**config.mk**
```make
export PLATFORM = sky130hd
export DESIGN_NAME = newton_square_root_unit
export DESIGN_NICKNAME = d
export VERILOG_FILES = /design/src/rtl/nsr_pkg.sv /design/src/rtl/nsr_divider.sv /design/src/rtl/newton_square_root_unit.sv
export SDC_FILE = /design/constraint.sdc
export NUM_CORES = 1
export LEC_CHECK = 0
export ABC_AREA = 0
export BUFFER_PORTS_ARGS = -buffer_cell sky130_fd_sc_hd__buf_2
export CAP_MARGIN = 15
export CORE_ASPECT_RATIO = 1.2
export CORE_UTILIZATION = 58
export DETAILED_ROUTE_END_ITERATION = 7
export GPL_TIMING_DRIVEN = 1
export PLACE_DENSITY = 0.81
export REMOVE_ABC_BUFFERS = 1
export SYNTH_ARGS = -nofsm -noshare
export SYNTH_HDL_FRONTEND = slang
export SYNTH_SLANG_ARGS = --single-unit
```
**constraint.sdc**
```tcl
create_clock -name clk -period 8.1 [get_ports clk]
set_clock_uncertainty 0.2 [all_clocks]
set_input_delay 0.81 -clock clk [delete_from_list [all_inputs] [get_ports clk]]
set_output_delay 0.81 -clock clk [all_outputs]
set_load 0.01 [all_outputs]
```
**src/rtl/nsr_pkg.sv**
```systemverilog
`timescale 1ns / 1ps
`default_nettype none

package nsr_pkg;

	// fixed field widths
	localparam int ROOT_WIDTH      = 24;
	localparam int STEPS_WIDTH     = 8;
	localparam int TOL_WIDTH       = 16;
	localparam int ITER_WIDTH      = 8;
	localparam int OUT_TDATA_WIDTH = 32;

	// quotient saturation point is 2**QUOT_CAP_LOG2
	localparam int QUOT_CAP_LOG2 = 60;

	// configuration port
	localparam int CFG_INDEX_WIDTH = 2;
	localparam int CFG_DATA_WIDTH  = 16;

	localparam logic [CFG_INDEX_WIDTH-1:0] REG_TOLERANCE      = 2'd0;
	localparam logic [CFG_INDEX_WIDTH-1:0] REG_MAX_ITERATIONS = 2'd1;

	localparam logic [TOL_WIDTH-1:0]  TOLERANCE_RESET      = 16'd7;
	localparam logic [ITER_WIDTH-1:0] MAX_ITERATIONS_RESET = 8'd100;

	typedef enum logic [2:0] {
		ST_IDLE,
		ST_TOP,
		ST_DIV,
		ST_SUM,
		ST_CHECK,
		ST_FINISH
	} state_t;

endpackage

`default_nettype wire

```
**src/rtl/nsr_divider.sv**
```systemverilog
`timescale 1ns / 1ps
`default_nettype none

// restoring divider, one quotient bit per cycle: (dividend << FRAC_BITS) / divisor
module nsr_divider
	import nsr_pkg::*;
#(
	parameter int VALUE_WIDTH = 32,
	parameter int FRAC_BITS   = 16,
	parameter int GUESS_WIDTH = 61
) (
	input  wire logic                   clk,
	input  wire logic                   arst_n,
	input  wire logic                   start,
	input  wire logic [VALUE_WIDTH-1:0] dividend,
	input  wire logic [GUESS_WIDTH-1:0] divisor,
	output logic                        done,
	output logic [GUESS_WIDTH-1:0]      quotient
);

	localparam int DIV_WIDTH = VALUE_WIDTH + FRAC_BITS;
	localparam int CNT_WIDTH = $clog2(DIV_WIDTH + 1);
	localparam logic [GUESS_WIDTH-1:0] QUOT_CAP = GUESS_WIDTH'(1) << QUOT_CAP_LOG2;

	// dividend bits shift out the top while quotient bits shift in the bottom
	logic [DIV_WIDTH-1:0]   shreg_q;
	logic [GUESS_WIDTH-1:0] rem_q;
	logic [CNT_WIDTH-1:0]   cnt_q;
	logic                   busy_q;

	logic [GUESS_WIDTH:0]   rem_sh;
	logic [GUESS_WIDTH:0]   rem_sub;
	logic                   ge;
	logic [GUESS_WIDTH-1:0] quot_ext;

	assign rem_sh  = {rem_q, shreg_q[DIV_WIDTH-1]};
	assign rem_sub = rem_sh - {1'b0, divisor};
	assign ge      = rem_sh >= {1'b0, divisor};

	always_ff @(posedge clk or negedge arst_n) begin
		if (!arst_n) begin
			busy_q <= 1'b0;
			cnt_q  <= '0;
		end else if (start) begin
			busy_q <= 1'b1;
			cnt_q  <= CNT_WIDTH'(DIV_WIDTH);
		end else if (busy_q) begin
			if (cnt_q == '0) begin
				busy_q <= 1'b0;
			end else begin
				cnt_q <= cnt_q - 1'b1;
			end
		end
	end

	always_ff @(posedge clk) begin
		if (start) begin
			shreg_q <= {dividend, {FRAC_BITS{1'b0}}};
			rem_q   <= '0;
		end else if (busy_q && cnt_q != '0) begin
			shreg_q <= {shreg_q[DIV_WIDTH-2:0], ge};
			rem_q   <= ge ? rem_sub[GUESS_WIDTH-1:0] : rem_sh[GUESS_WIDTH-1:0];
		end
	end

	assign done     = busy_q && (cnt_q == '0);
	assign quot_ext = GUESS_WIDTH'(shreg_q);
	assign quotient = (quot_ext > QUOT_CAP) ? QUOT_CAP : quot_ext;

endmodule

`default_nettype wire

```
**src/rtl/newton_square_root_unit.sv**
```systemverilog
// each newton step passes ST_TOP, the bit-serial divide in ST_DIV, ST_SUM and
//   ST_CHECK; negative or tiny inputs skip the divider and go from ST_TOP straight
//   to ST_FINISH, which loads the output register once it is free and returns to idle
// throughput: one item at a time, the bit-serial divider sets the per-step cost
// a finished result waits in the output register while the next item is taken
// reset: arst_n clears control state and loads tolerance 7, max_iterations 100
`timescale 1ns / 1ps
`default_nettype none

module newton_square_root_unit
	import nsr_pkg::*;
#(
	parameter int VALUE_WIDTH = 32,
	parameter int FRAC_BITS   = 16
) (
	input  wire logic                              clk,
	input  wire logic                              arst_n,
	// input stream
	input  wire logic                              s_axis_tvalid,
	output logic                                   s_axis_tready,
	input  wire logic [((VALUE_WIDTH+7)/8)*8-1:0]  s_axis_tdata,  // value
	// result stream
	output logic                                   m_axis_tvalid,
	input  wire logic                              m_axis_tready,
	output logic [OUT_TDATA_WIDTH-1:0]             m_axis_tdata,  // root, steps_used
	output logic                                   m_axis_tuser,  // status
	// configuration writes
	input  wire logic                              cfg_valid,
	output logic                                   cfg_ready,
	input  wire logic [CFG_INDEX_WIDTH-1:0]        cfg_index,
	input  wire logic [CFG_DATA_WIDTH-1:0]         cfg_data
);

	localparam int DIV_WIDTH   = VALUE_WIDTH + FRAC_BITS;
	// guess and quotient width: wide enough for the saturated quotient
	localparam int GUESS_WIDTH = (DIV_WIDTH > QUOT_CAP_LOG2 + 1) ? DIV_WIDTH
	                                                             : QUOT_CAP_LOG2 + 1;

	state_t state_q, state_d;

	// configuration registers
	logic [TOL_WIDTH-1:0]   tol_q;
	logic [ITER_WIDTH-1:0]  max_iter_q;

	// working registers
	logic [VALUE_WIDTH-1:0] raw_q;
	logic [GUESS_WIDTH-1:0] guess_q;
	logic [GUESS_WIDTH-1:0] next_q;
	logic [STEPS_WIDTH-1:0] steps_q;
	logic                   neg_q;

	// output register
	logic                   out_valid_q;
	logic [ROOT_WIDTH-1:0]  out_root_q;
	logic [STEPS_WIDTH-1:0] out_steps_q;
	logic                   out_status_q;

	logic                   in_xfer;
	logic                   out_free;
	logic                   stop_iter;
	logic                   converged;
	logic                   div_start;
	logic                   div_done;
	logic                   load_out;
	logic [GUESS_WIDTH-1:0] quot;
	logic [GUESS_WIDTH:0]   sum;
	logic [GUESS_WIDTH-1:0] delta;
	logic [ROOT_WIDTH-1:0]  root_sat;
	logic                   in_neg;

	assign in_xfer  = s_axis_tvalid && s_axis_tready;
	assign out_free = !out_valid_q || m_axis_tready;
	assign in_neg   = s_axis_tdata[VALUE_WIDTH-1];

	// loop exit at the head of a step: budget spent or guess collapsed to zero
	assign stop_iter = (steps_q >= max_iter_q) || (guess_q == '0);

	assign sum       = {1'b0, guess_q} + {1'b0, quot};
	assign delta     = (next_q >= guess_q) ? (next_q - guess_q) : (guess_q - next_q);
	assign converged = delta < GUESS_WIDTH'(tol_q);

	assign root_sat = (|guess_q[GUESS_WIDTH-1:ROOT_WIDTH]) ? {ROOT_WIDTH{1'b1}}
	                                                       : guess_q[ROOT_WIDTH-1:0];

	nsr_divider #(
		.VALUE_WIDTH (VALUE_WIDTH),
		.FRAC_BITS   (FRAC_BITS),
		.GUESS_WIDTH (GUESS_WIDTH)
	) u_divider (
		.clk      (clk),
		.arst_n   (arst_n),
		.start    (div_start),
		.dividend (raw_q),
		.divisor  (guess_q),
		.done     (div_done),
		.quotient (quot)
	);

	// next state
	always_comb begin
		state_d = state_q;
		case (state_q)
			ST_IDLE: begin
				if (in_xfer) state_d = ST_TOP;
			end
			ST_TOP: begin
				state_d = stop_iter ? ST_FINISH : ST_DIV;
			end
			ST_DIV: begin
				if (div_done) state_d = ST_SUM;
			end
			ST_SUM: begin
				state_d = ST_CHECK;
			end
			ST_CHECK: begin
				state_d = converged ? ST_FINISH : ST_TOP;
			end
			ST_FINISH: begin
				if (out_free) state_d = ST_IDLE;
			end
			default: begin
				state_d = ST_IDLE;
			end
		endcase
	end

	// state outputs
	always_comb begin
		s_axis_tready = 1'b0;
		div_start     = 1'b0;
		load_out      = 1'b0;
		case (state_q)
			ST_IDLE:   s_axis_tready = 1'b1;
			ST_TOP:    div_start     = !stop_iter;
			ST_FINISH: load_out      = out_free;
			default: begin
			end
		endcase
	end

	always_ff @(posedge clk or negedge arst_n) begin
		if (!arst_n) begin
			state_q <= ST_IDLE;
		end else begin
			state_q <= state_d;
		end
	end

	// configuration registers, written only while idle
	assign cfg_ready = (state_q == ST_IDLE);

	always_ff @(posedge clk or negedge arst_n) begin
		if (!arst_n) begin
			tol_q      <= TOLERANCE_RESET;
			max_iter_q <= MAX_ITERATIONS_RESET;
		end else if (cfg_valid && cfg_ready) begin
			case (cfg_index)
				REG_TOLERANCE:      tol_q      <= cfg_data[TOL_WIDTH-1:0];
				REG_MAX_ITERATIONS: max_iter_q <= cfg_data[ITER_WIDTH-1:0];
				default: begin
				end
			endcase
		end
	end

	// newton datapath
	always_ff @(posedge clk) begin
		if (in_xfer) begin
			raw_q   <= s_axis_tdata[VALUE_WIDTH-1:0];
			neg_q   <= in_neg;
			steps_q <= '0;
			// first guess is value/2; a negative input starts from zero and exits at once
			guess_q <= in_neg ? '0 : GUESS_WIDTH'(s_axis_tdata[VALUE_WIDTH-1:1]);
		end else if (state_q == ST_SUM) begin
			next_q  <= sum[GUESS_WIDTH:1];
			steps_q <= steps_q + 1'b1;
		end else if (state_q == ST_CHECK && !converged) begin
			guess_q <= next_q;
		end
	end

	// output register
	always_ff @(posedge clk or negedge arst_n) begin
		if (!arst_n) begin
			out_valid_q <= 1'b0;
		end else if (load_out) begin
			out_valid_q <= 1'b1;
		end else if (m_axis_tready) begin
			out_valid_q <= 1'b0;
		end
	end

	always_ff @(posedge clk) begin
		if (load_out) begin
			out_root_q   <= root_sat;
			out_steps_q  <= steps_q;
			out_status_q <= neg_q;
		end
	end

	assign m_axis_tvalid = out_valid_q;
	assign m_axis_tdata  = {out_steps_q, out_root_q};
	assign m_axis_tuser  = out_status_q;

endmodule

`default_nettype wire

```
Yosys cells after proc, flatten, opt, wreduce, memory -nomap -nowiden
Index checks and enable logic that the tools add are counted.
Widths: inputs -> output; s select.
{"block": "totals", "memories": 0, "romBits": 0, "in_bits": 55, "output_inout_bits": 36, "reg_bits": 340, "ramBits": 0, "elab_cells": 92, "latch_bits": 0}
{"block": "op_classes", "bitwise": 1, "n_shift": 0, "n_reduce_logical": 26, "div": 0, "n_addsub": 6, "mul": 0, "muxes": 26, "n_lt_le_gt_ge": 5, "eq_ne": 11}
{"operator": "$mux 61", "count": 6}
{"operator": "$sub 61x61->61", "count": 3}
{"operator": "$mux 48", "count": 2}
{"operator": "$add 61x61->62", "count": 1}
{"operator": "$ge 62x61->1", "count": 1}
{"operator": "$ge 61x61->1", "count": 1}
{"operator": "$gt 48x61->1 const B", "count": 1}
{"operator": "$logic_not 61->1", "count": 1}
{"operator": "$lt 61x16->1", "count": 1}
{"operator": "$reduce_or 37->1", "count": 1}
{"operator": "$mux 30", "count": 1}
{"operator": "$mux 6", "count": 3}
{"operator": "$pmux 3 s6", "count": 1}
{"operator": "$mux 3", "count": 5}
{"operator": "$reduce_and 2->1", "count": 5}
{"operator": "$add 8x1->8 const B", "count": 1}
{"operator": "$ge 8x8->1", "count": 1}
{"operator": "$mux 1", "count": 8}
{"operator": "$ne 2x2->1 const B", "count": 4}
{"operator": "$reduce_bool 2->1", "count": 4}
{"operator": "$eq 3x2->1 const B", "count": 2}
{"operator": "$eq 3x3->1 const B", "count": 2}
{"operator": "$logic_not 6->1", "count": 1}
{"operator": "$reduce_bool 6->1", "count": 1}
{"operator": "other kinds (11)", "count": 18}

Logic depth before layout (Yosys ltp)
{"block": "logic_depth", "ltp_word": 8, "mapped_depth": 28, "mapped_depth_nobuf": 25}

Modules after synthesis
Synthesis repeated with hierarchy kept, for this count alone.
{"block": "unflattened", "hier_cells": 3550, "area_unflattened_um2": 29210.5}
{"mod": "newton_square_root_unit", "cells_per_inst": 2326, "area_each_um2": 20035.5, "instances": 1, "seq_area_each_um2": 6483.7}
{"mod": "nsr_divider", "cells_per_inst": 1224, "area_each_um2": 9175.0, "instances": 1, "seq_area_each_um2": 2677.6}

Least setup slack after synthesis
Ideal clock, no wire load.
{"block": "synth_path", "path_kind": "register to register", "start": "reg guess_q[43]", "end": "reg guess_q[0], enable pin", "path_buffers": 1, "setup_slack_ps": -366, "setup_time_ps": 500, "required_time_ps": 7400, "period_less_slack_ps": 8466, "arrival_ps": 7766, "path_stages_with_launch": 26, "cell_sequence": "edfxtp_1 -> inv_1 -> ha_1 -> buf_2 -> and4_4 -> nand3_4 -> or4_1 -> or4_1 -> nand3_1 -> o21ai_2 -> and2_1 -> a221o_1 -> a221o_1 -> a31oi_2 -> o211ai_1 -> nor3b_1 -> ha_1 -> and4_1 -> a2111oi_0 -> a31oi_1 -> nor3b_1 -> o211ai_1 -> a2111oi_0 -> nor4b_2 -> and4_1 -> a21oi_1"}
{"block": "synth_between", "elab_chain_len": 7, "word_cells_on_any_way": 9, "classes_between": "add/sub: 2; order compare: 2; mux: 1; reduce/logical: 4"}
{"element": "start, declared", "line": "newton_square_root_unit.sv:47", "source": "logic [GUESS_WIDTH-1:0] guess_q;"}
{"element": "start signal, assigned", "line": "newton_square_root_unit.sv:173", "source": "guess_q <= in_neg ? '0 : GUESS_WIDTH'(s_axis_tdata[VALUE_WIDTH-1:1]);"}
{"element": "start signal, assigned", "line": "newton_square_root_unit.sv:178", "source": "guess_q <= next_q;"}
{"element": "$sub 61x61->61 / $ge 61x61->1 (equally long branches)", "line": "newton_square_root_unit.sv:79", "source": "assign delta = (next_q >= guess_q) ? (next_q - guess_q) : (guess_q - next_q);"}
{"element": "$mux 61 *", "line": "newton_square_root_unit.sv:79"}
{"element": "$lt 61x16->1 *", "line": "newton_square_root_unit.sv:80", "source": "assign converged = delta < GUESS_WIDTH'(tol_q);"}
{"element": "$logic_not 1->1 *", "line": "newton_square_root_unit.sv:177", "source": "end else if (state_q == ST_CHECK && !converged) begin"}
{"element": "$logic_and 1x1->1 *", "line": "newton_square_root_unit.sv:177"}
{"element": "$reduce_bool 2->1 (no line) *"}
{"element": "$reduce_and 2->1 (no line) *"}
Every way passes the cells marked *; elsewhere a longest branch is shown, timed or not.
A chain may end at the register's enable or synchronous reset.

Worst setup path in the final report
{"block": "layout_path", "start": "reg guess_q[36]", "end": "reg guess_q[30], enable pin"}
Same word-level chain as after synthesis.

==> run_results.csv <==
group,metric,value,unit
critical_path,worst-path-max-fanout,32,
clock_tree,clk_pin_slew,0.06,ns
logic_synthesis,synth_top_family_by_area,"compound AO/OA/AOI/OAI gates",
logic_synthesis,ys_warn_count,0,
die,coreArea,47200,um^2
logic_synthesis,synthMuxAreaShare,0.0165,
critical_path,crit_family,"simple AND/OR/NAND/NOR gates",
final_layout,final_area,30300,um^2
logic_synthesis,yosys.area.top_type_share,0.235,
die,ios,91,
drt,wl_per_cell,26.1,um
critical_path,path_buf_inv,2,
logic_synthesis,synth_area_per_cell,8.33,um^2
sta,rsz0062_at_grt,"false",
logic_synthesis,synth-compound-area-share,0.246,
grt,gr-total-overflow,0,
clock_tree,cts_inserted_buffers,39,
grt,grt_max_degree,139,
die,num_rows,87,
critical_path,end_kind,"register",
critical_path,crit_type,"register to register",
clock_tree,clock_sinks,339,
grt,use_met3,0.0817,
clock_tree,cts_buffer_depth,3,
grt,global_route.usage.met1,0.504,
grt,grt_util_met2,0.700,
logic_synthesis,yosysTopAreaCell,"edfxtp_1",
sta,slew_headroom,0.184,
sta,fin_crit,7.51,ns
grt,gr-usage-all-layers,0.416,
sta,clock.fmax,133,MHz
run_status,status,"completed",
sta,timing.hold.ws,0.117,ns
clock_tree,ctsRootBufferMaster,"clkbuf_16",
logic_synthesis,synth_commonest_cells,"nand2_1, a21oi_1, o21ai_0",
drt,drt-initial-drc-count,2991,
drt,ant_nets,0,
logic_synthesis,synth.top_cells.by_area,"edfxtp_1, ha_1, dfxtp_1",
final_layout,synthToLayoutAreaGrowth,8.48,%
placement,hpwlAfterDp,81.2,mm
run,drv_cap,0,
logic_synthesis,synthDistinctLibCells,88,
logic_synthesis,synth-edff-count,219,
clock_tree,post_cts_buffers,0,
sta,worstMarginPinSlew,1.21,ns
critical_path,crit_required,8.20,ns
grt,grt_pass1_vias,26283,
logic_synthesis,synthAdderAreaFrac,0.117,
clock_tree,cts_tree,"done",
clock_tree,cts_max_level,2,
die,die_w,202,um
logic_synthesis,synth_most_common_cell,"nand2_1",
die,die_h,242,um
logic_synthesis,synth-simple-area-share,0.185,
clock_tree,postCtsHoldBufs,0,
die,die_area,49000,um^2
logic_synthesis,synthArstFlopShare,0.103,
placement,placement.cell_area,28800,um^2
placement,gp_congestion,1.05,
logic_synthesis,syn_area,27900,um^2
logic_synthesis,synth_xor_area_frac,0.0539,
drt,vias,27042,
min_path,hold_class,"input port to asynchronous set/reset pin",
logic_synthesis,synthFlopType,"edfxtp_1",
sta,setup_violations,0,
critical_path,max_stage_delay,0.60,ns
die,start_util,0.591,
logic_synthesis,yosysSeqAreaShare,0.328,
final_layout,diodes,0,
drt,routed_wl,104,mm
grt,grt_first_pass_wirelength,157,mm
grt,grt-busiest-layer,"met2",
sta,final_hold_viol_count,0,
final_layout,utilization,0.641,
critical_path,worst-endpoint-arrival,7.61,ns
final_layout,layout.nets,3661,
sta,setup_tns,0,ns
final_layout,drive_above_1_share,0.0737,
clock_tree,clkLatencyLatePin,0.59,ns
sta,fin_crit_sh,0.927,
drt,remaining_drc_errors,0,
drt,detail_route.vias_per_cell,6.76,
grt,antenna_found_initial,2,
logic_synthesis,ys_ff_latch,339,
drt,firstDrtPassIters,6,
critical_path,cp_slowest_cell,"ha_1",
critical_path,ff2ff_setup_slack,0.59,ns
placement,io_buffer_count,90,
sta,maxSlewViolCount,0,
critical_path,start_kind,"register",
logic_synthesis,syn_inst,3352,
[final timing paths]
| kind | startpoint | end | cells past startpoint |
|---|---|---|---|
| max | guess_q[36] | guess_q[30] | 25 |
| max in group asynchronous | arst_n | max_iter_q[1] | 1 |
| min in group clk | s_axis_tdata[0] | raw_q[0] | 1 |
| min reg2reg | raw_q[31] | m_axis_tuser | 0 |
| min | arst_n | u_divider.cnt_q[2] | 1 |
| max reg2reg | guess_q[36] | guess_q[30] | 25 |
[placed cells by master (no fill, tap or decap), drive strengths merged, types with 45 or more instances in the layout]
master	synthesis	routed
xnor2	101	101
dfxtp	85	85
a211oi	74	74
nand3	59	59
nand2	337	337
nor2	270	270
buf	28	122
nand4	74	74
xor2	71	71
o21bai	45	45
edfxtp	219	219
nor3	81	81
clkbuf	140	51
a21o	112	112
inv	213	216
ha	255	255
a21oi	316	316
o21ai	278	278
[metal layers]
metal / wire [um] / vias up
met3: 8910 / 295
met4: 5920 / 4
met5: 24 / -
li1: - / 12277
met1: 39800 / 13012
met2: 49600 / 1454
[kinds of logic after synthesis]
| logic type | count (synthesis) |
|---|---|
| flops | 339 |
| buf+inv | 381 |
| simple gates | 1069 |
| fa+ha+maj | 259 |
| mux | 44 |
| xor+xnor | 172 |
| compound gates | 1088 |
[flip-flops by register name, summed over array words and instances, names as in the netlist]
signal             cells
max_iter_q             8
u_divider.shreg_q     48
next_q                61
u_divider.cnt_q        6
u_divider.busy_q       1
out_root_q            24
u_divider.rem_q       61
m_axis_tvalid          1
steps_q                8
guess_q               61
raw_q                 32
tol_q                 16
state_q                3
out_steps_q            8
m_axis_tuser           1
[through the flow]
| step | setup slack, ns | instances |
|---|---|---|
| 2_1_floorplan | -3.83 | 3184 |
| 3_3_place_gp | 0.583 | 3928 |
| 3_5_place_dp | 0.367 | 3928 |
| 4_1_cts | 0.373 | 4000 |
| 5_1_grt | 0.0252 | 4001 |
| 6_report | 0.589 | 4001 |
[area by class of cell]
cell class / count / area [um^2]
clock buffers: 51 / 1090
clock inverters: 21 / 364
fillers: 3951 / 16900
inverters: 213 / 802
multi-input cells: 2632 / 17400
flip-flops and latches: 339 / 9160
well taps: 623 / 779
repair buffers: 122 / 741
[repair_timing]
action,4_1_cts,5_1_grt
setup endpoints to repair,0,8
endpoints found under the hold margin,0,0
resized for setup,0,1
Power is not shown: default switching activity piles up to over one toggle a cycle in this logic, so the estimate is an artifact.
